### config.mk
export PLATFORM = sky130hd
export DESIGN_NAME = rmsn_ctrl
export DESIGN_NICKNAME = d
export VERILOG_FILES = /design/src/sv/rmsn_pkg.sv /design/src/sv/rmsn_ctrl.sv
export SDC_FILE = /design/constraint.sdc
export NUM_CORES = 1
export LEC_CHECK = 0
export BUFFER_PORTS_ARGS = -buffer_cell sky130_fd_sc_hd__buf_2
export CORE_AREA = 10 10 47 49
export CTS_BUF_LIST = sky130_fd_sc_hd__clkbuf_8
export CTS_CLUSTER_DIAMETER = 120
export DETAILED_ROUTE_END_ITERATION = 7
export DIE_AREA = 0 0 57 59
export GPL_TIMING_DRIVEN = 0
export PLACE_DENSITY_LB_ADDON = 0.12
export SLEW_MARGIN = 10
export SYNTH_ARGS = -nofsm -noshare
export SYNTH_HDL_FRONTEND = slang
export SYNTH_SLANG_ARGS = --single-unit
### constraint.sdc
create_clock -name clk_i -period 1.95 [get_ports clk_i]
set_input_delay 0.195 -clock clk_i [delete_from_list [all_inputs] [get_ports clk_i]]
set_output_delay 0.195 -clock clk_i [all_outputs]
set_load 0.01 [all_outputs]
### src/sv/rmsn_pkg.sv
// Shared types and constants for the RMS normalization block.
// Holds the controller/datapath command and status structs and the state enum.
// No dependencies.
package rmsn_pkg;

  localparam int unsigned DATA_W     = 32;
  localparam int unsigned LEN_W      = 13;
  localparam int unsigned EPS_W      = 16;
  localparam int unsigned SUM_W      = 60;
  localparam int unsigned SQ_W       = 48;
  localparam int unsigned DIV_W      = 61;
  localparam int unsigned DIV_CNT_W  = 6;
  localparam int unsigned RAD_W      = 50;
  localparam int unsigned ROOT_W     = RAD_W / 2;
  localparam int unsigned ROOT_CNT_W = 5;
  localparam int unsigned CFG_IDX_W  = 2;
  localparam int unsigned CFG_DATA_W = 16;
  localparam int unsigned MAX_LENGTH = 4096;

  localparam logic [CFG_IDX_W-1:0] REG_VECTOR_LENGTH = 2'd0;
  localparam logic [CFG_IDX_W-1:0] REG_EPSILON       = 2'd1;
  localparam logic [CFG_IDX_W-1:0] REG_APPLY_GAIN    = 2'd2;

  localparam logic [LEN_W-1:0]  VLEN_RESET  = 13'd2048;
  localparam logic [EPS_W-1:0]  EPS_RESET   = 16'd1;
  localparam logic [SUM_W-1:0]  SUM_MAX     = {SUM_W{1'b1}};
  localparam logic [DATA_W-1:0] SCALE_MAX   = 32'h7FFF_FFFF;
  localparam logic [DATA_W-1:0] INT_MAX     = 32'h7FFF_FFFF;
  localparam logic [DATA_W-1:0] INT_MIN     = 32'h8000_0000;
  localparam logic [DIV_W-1:0]  INV_NUMER   = DIV_W'(1) << 48;

  localparam logic CMD_ACCUMULATE = 1'b0;
  localparam logic CMD_NORMALIZE  = 1'b1;

  typedef enum logic [3:0] {
    ST_IDLE,
    ST_SQUARE,
    ST_ACCUM,
    ST_START_MEAN,
    ST_WAIT_MEAN,
    ST_START_INV,
    ST_WAIT_INV,
    ST_WAIT_ROOT,
    ST_MUL1,
    ST_CLAMP1,
    ST_MUL2,
    ST_EMIT
  } rmsn_state_e;

  typedef struct packed {
    logic in_en;
    logic sq_en;
    logic acc_en;
    logic clr_en;
    logic div_start;
    logic div_inv;
    logic mean_en;
    logic inv_sat_en;
    logic sqrt_start;
    logic inv_en;
    logic mul1_en;
    logic clamp1_en;
    logic mul2_en;
    logic emit_en;
  } rmsn_cmd_t;

  typedef struct packed {
    logic req_cmd;
    logic vec_done;
    logic div_done;
    logic sqrt_done;
    logic mean_zero;
    logic gain_on;
    logic out_free;
  } rmsn_stat_t;

endpackage

### src/sv/rmsn_ctrl.sv
// Controller state machine: sequences accumulate, root/divide and scaling steps.
// Drives the datapath by command struct only. Depends on rmsn_pkg.
module rmsn_ctrl import rmsn_pkg::*; (
  input  logic       clk_i,
  input  logic       rst_ni,
  input  logic       req_valid_i,
  output logic       req_ready_o,
  input  rmsn_stat_t stat_i,
  output rmsn_cmd_t  cmd_o
);

  rmsn_state_e state_q, state_d;

  always_comb begin
    state_d = state_q;
    case (state_q)
      ST_IDLE: begin
        if (req_valid_i) begin
          if (stat_i.req_cmd == CMD_ACCUMULATE) begin
            state_d = ST_SQUARE;
          end else if (stat_i.gain_on) begin
            state_d = ST_MUL1;
          end else begin
            state_d = ST_EMIT;
          end
        end
      end
      ST_SQUARE:     state_d = ST_ACCUM;
      ST_ACCUM:      state_d = stat_i.vec_done ? ST_START_MEAN : ST_IDLE;
      ST_START_MEAN: state_d = ST_WAIT_MEAN;
      ST_WAIT_MEAN: begin
        if (stat_i.div_done) begin
          state_d = ST_START_INV;
        end
      end
      ST_START_INV:  state_d = stat_i.mean_zero ? ST_IDLE : ST_WAIT_INV;
      ST_WAIT_INV: begin
        if (stat_i.div_done) begin
          state_d = ST_WAIT_ROOT;
        end
      end
      ST_WAIT_ROOT: begin
        if (stat_i.sqrt_done) begin
          state_d = ST_IDLE;
        end
      end
      ST_MUL1:       state_d = ST_CLAMP1;
      ST_CLAMP1:     state_d = ST_MUL2;
      ST_MUL2:       state_d = ST_EMIT;
      ST_EMIT: begin
        if (stat_i.out_free) begin
          state_d = ST_IDLE;
        end
      end
      default:       state_d = ST_IDLE;
    endcase
  end

  always_comb begin
    cmd_o       = '0;
    req_ready_o = 1'b0;
    case (state_q)
      ST_IDLE: begin
        req_ready_o  = 1'b1;
        cmd_o.in_en  = req_valid_i;
      end
      ST_SQUARE:     cmd_o.sq_en = 1'b1;
      ST_ACCUM:      cmd_o.acc_en = 1'b1;
      ST_START_MEAN: begin
        cmd_o.div_start = 1'b1;
        cmd_o.clr_en    = 1'b1;
      end
      ST_WAIT_MEAN:  cmd_o.mean_en = stat_i.div_done;
      ST_START_INV: begin
        cmd_o.div_inv    = 1'b1;
        cmd_o.div_start  = !stat_i.mean_zero;
        cmd_o.inv_sat_en = stat_i.mean_zero;
      end
      ST_WAIT_INV:   cmd_o.sqrt_start = stat_i.div_done;
      ST_WAIT_ROOT:  cmd_o.inv_en = stat_i.sqrt_done;
      ST_MUL1:       cmd_o.mul1_en = 1'b1;
      ST_CLAMP1:     cmd_o.clamp1_en = 1'b1;
      ST_MUL2:       cmd_o.mul2_en = 1'b1;
      ST_EMIT:       cmd_o.emit_en = stat_i.out_free;
      default:       cmd_o = '0;
    endcase
  end

  always_ff @(posedge clk_i or negedge rst_ni) begin
    if (!rst_ni) begin
      state_q <= ST_IDLE;
    end else begin
      state_q <= state_d;
    end
  end

endmodule

==> run summary <==
sum of negative setup slack - 0 ns
Yosys reg bits - 4
routed metal-1 wirelength - 603 um
Worst Setup SP - state_q[1]
number of remaining DRC errors - 0
final weighted congestion in routability-driven placement - 0.812
dominant cell type by area after synthesis - sky130_fd_sc_hd__dfrtp_1
Detail Placement HPWL - 1120 um
IO Pins - 25
# setup viols final - 0
Setup crit start kind - register
met3 routed WL - 62 um
total congestion overflow after global routing - 0
slew of the pin with the lowest slew margin - 0.286 ns
Final Hold Violating Endpoints - 0
min cycle time layout - 1.62 ns
Max Root-Sink Buffers - 2
top post-synthesis cells by area - sky130_fd_sc_hd__dfrtp_1 21%, sky130_fd_sc_hd__clkbuf_8 5.7%, sky130_fd_sc_hd__nor3_1 5.2%, sky130_fd_sc_hd__buf_6 4.6%, sky130_fd_sc_hd__nand2_1 3.9%
tightest slew margin relative to the limit - 0.807
depth of the CTS H-tree - 1
Setup Skew - 0.0000380 ns
sequential area share after synthesis - 0.206
starting density of the core - 0.346
IO Port Bufs - 24
area growth from synthesis to layout - 39.4%
distinct cell type count of the synthesized netlist - 33
class of the tightest hold or removal check - primary input to async pin
via density per instance - 5.15
per-instance average area after synthesis - 8.23 um^2
post-synthesis instance area - 485 um^2
fraction of final layout cells sized beyond drive strength 1 - 0.437
First DRT Iteration DRCs - 7
async set or reset register ratio after synthesis - 1.00
Chip Width - 57 um
leakage power - 0.362 nW
top layer in use - met3
required time of the worst setup path - 1.75 ns
wire length of the first global-routing pass - 2450 um
Initial DRT Pass Iterations - 4
number of vias in the routed layout - 530
commonest cells after routing, fill and taps aside - 24 x sky130_fd_sc_hd__buf_2, 5 x sky130_fd_sc_hd__clkbuf_8, 5 x sky130_fd_sc_hd__nand2_1, 5 x sky130_fd_sc_hd__nor3_1, 5 x sky130_fd_sc_hd__nor2_1
nets in the synthesized netlist - 69
wirelength, routed - 1440 um
max FFs per register - 4
antenna viol nets, final - 0
top flip-flop cell by instance count after synthesis - sky130_fd_sc_hd__dfrtp_1
number of sinks driven by the clock tree - 4
Synth top area share - 0.206
Post-synth EDFFs - 0
placeable core region - 1400 um^2
die footprint - 3360 um^2
Final Hold Slack - 0.303 ns
root cell of the clock tree - sky130_fd_sc_hd__clkbuf_8
Pwr Density - 1630 nW/um^2
share of the clock period used by the worst path after layout - 0.828
number of antenna violations at the first check in global routing - 0
critical path fanouts, max - 10
total non-filler cell area in the finished layout - 677 um^2
maximum number of pins on one net before global-route repair - 11
maximum resistive drop on vdd - 0.000856 V
critical register-to-register path startpoint - state_q[0]
total number of nets in the final design - 99
number of maximum-capacitance constraint violations - 0
Gate Count Post-Synth - 59
most common library cell in the layout ignoring fill and taps - sky130_fd_sc_hd__buf_2
Max Slew Vio Count - 0
number of global-route vias before repair - 544
unrepaired setup endpoints after global routing - no
Crit. End Element - output pin
type of the worst setup path - register to output pin
cts bufs inserted - 3
critical path data arrival time - 1.42 ns
register name with the most flops - state_q
number of rows in the core area - 14
number of post-CTS setup repair buffers - 0
Worst-path clk slew - 0.03 ns
registers with the highest flip-flop counts - state_q: 4 flops
run status - finished, final reports clean
met2 routed wirelength - 771 um
clock latency on the worst-skew pair - 0.21 ns
global-route usage over all layers - 0.0874
TritonCTS clock tree - yes
instance area after placement - 626 um^2
Highest Clock Rate - 619 MHz
die height - 59 um
routed length per instance - 13.9 um
yosys warns - 0
antenna diode instance count - 0
-- where the power goes --
part	total, mW	switching (mW)	internal, mW
sequential	0.200	0.0726	0.128
combinational	0.731	0.381	0.350
clock	0.174	0.0421	0.132
-- per-layer routing --
metal | vias to the layer above | track usage
met5 | - | 0
met4 | 0 | 0.0503
met3 | 0 | 0.0215
met2 | 8 | 0.152
met1 | 250 | 0.0942
li1 | 272 | -
-- final timing paths --
kind                       slack [ns]          to  cells past startpoint
setup reg to reg                 0.55  state_q[1]                      4
hold reg to reg                  0.71  state_q[3]                      3
hold / removal                   0.30  state_q[3]                      2
setup / recovery                 0.33   cmd_o[13]                      4
min in group clk_i               0.37  state_q[3]                      4
max in group asynchronous        1.53  state_q[2]                      2
-- repair_timing --
action	CTS	global route
hold buffers	1	0
gates resized for setup	0	0
hold endpoints to repair	4	0
-- worst max-delay path: stages (launching register included) --
cell and delay, ns:
sky130_fd_sc_hd__dfrtp_1 0.46, sky130_fd_sc_hd__clkbuf_8 0.21, sky130_fd_sc_hd__nor4_2 0.26, sky130_fd_sc_hd__and2_1 0.15, sky130_fd_sc_hd__buf_2 0.12
-- through the flow --
stage	utilization	instances	setup WS, ns	power (mW)
after global routing	0.483	103	0.247	1.21
final	0.483	103	0.335	1.10
after global placement	0.446	99	0.548	0.938
after detailed placement	0.446	99	0.545	0.930
after floorplan	-	59	0.547	0.735
after CTS	0.483	103	0.315	1.11
-- final cells by class --
class / instances / area [um^2]
fillers: 146 / 724
multi-input cells: 47 / 317
repair buffers: 25 / 130
flip-flops and latches: 4 / 100
plain buffers: 5 / 57.6
clock buffers: 3 / 41.3
well taps: 16 / 20.0
inverters: 3 / 11.3
-- synthesized netlist by cell type (2+ instances only) --
| cell type | number |
|---|---|
| sky130_fd_sc_hd__nand2_1 | 5 |
| sky130_fd_sc_hd__nor2_1 | 5 |
| sky130_fd_sc_hd__nor3_1 | 5 |
| sky130_fd_sc_hd__dfrtp_1 | 4 |
| sky130_fd_sc_hd__inv_1 | 3 |
| sky130_fd_sc_hd__a21o_1 | 2 |
| sky130_fd_sc_hd__a21o_2 | 2 |
| sky130_fd_sc_hd__a31oi_1 | 2 |
| sky130_fd_sc_hd__and2_1 | 2 |
| sky130_fd_sc_hd__buf_6 | 2 |
| sky130_fd_sc_hd__clkbuf_8 | 2 |
| sky130_fd_sc_hd__nor3b_1 | 2 |
| sky130_fd_sc_hd__o21a_1 | 2 |
| sky130_fd_sc_hd__o21ai_0 | 2 |
-- cell families (layout without fill, tap and decap cells) --
kind of cell           Yosys count  count (layout)  share of synthesized area
and+or+nand+nor                 29              29                      0.361
AOI/OAI and AO/OA               16              16                      0.247
buffers and inverters            8              36                      0.142
DFF                              4               4                      0.206
muxes                            2               2                     0.0438
Power figures use the tool's default switching activity.
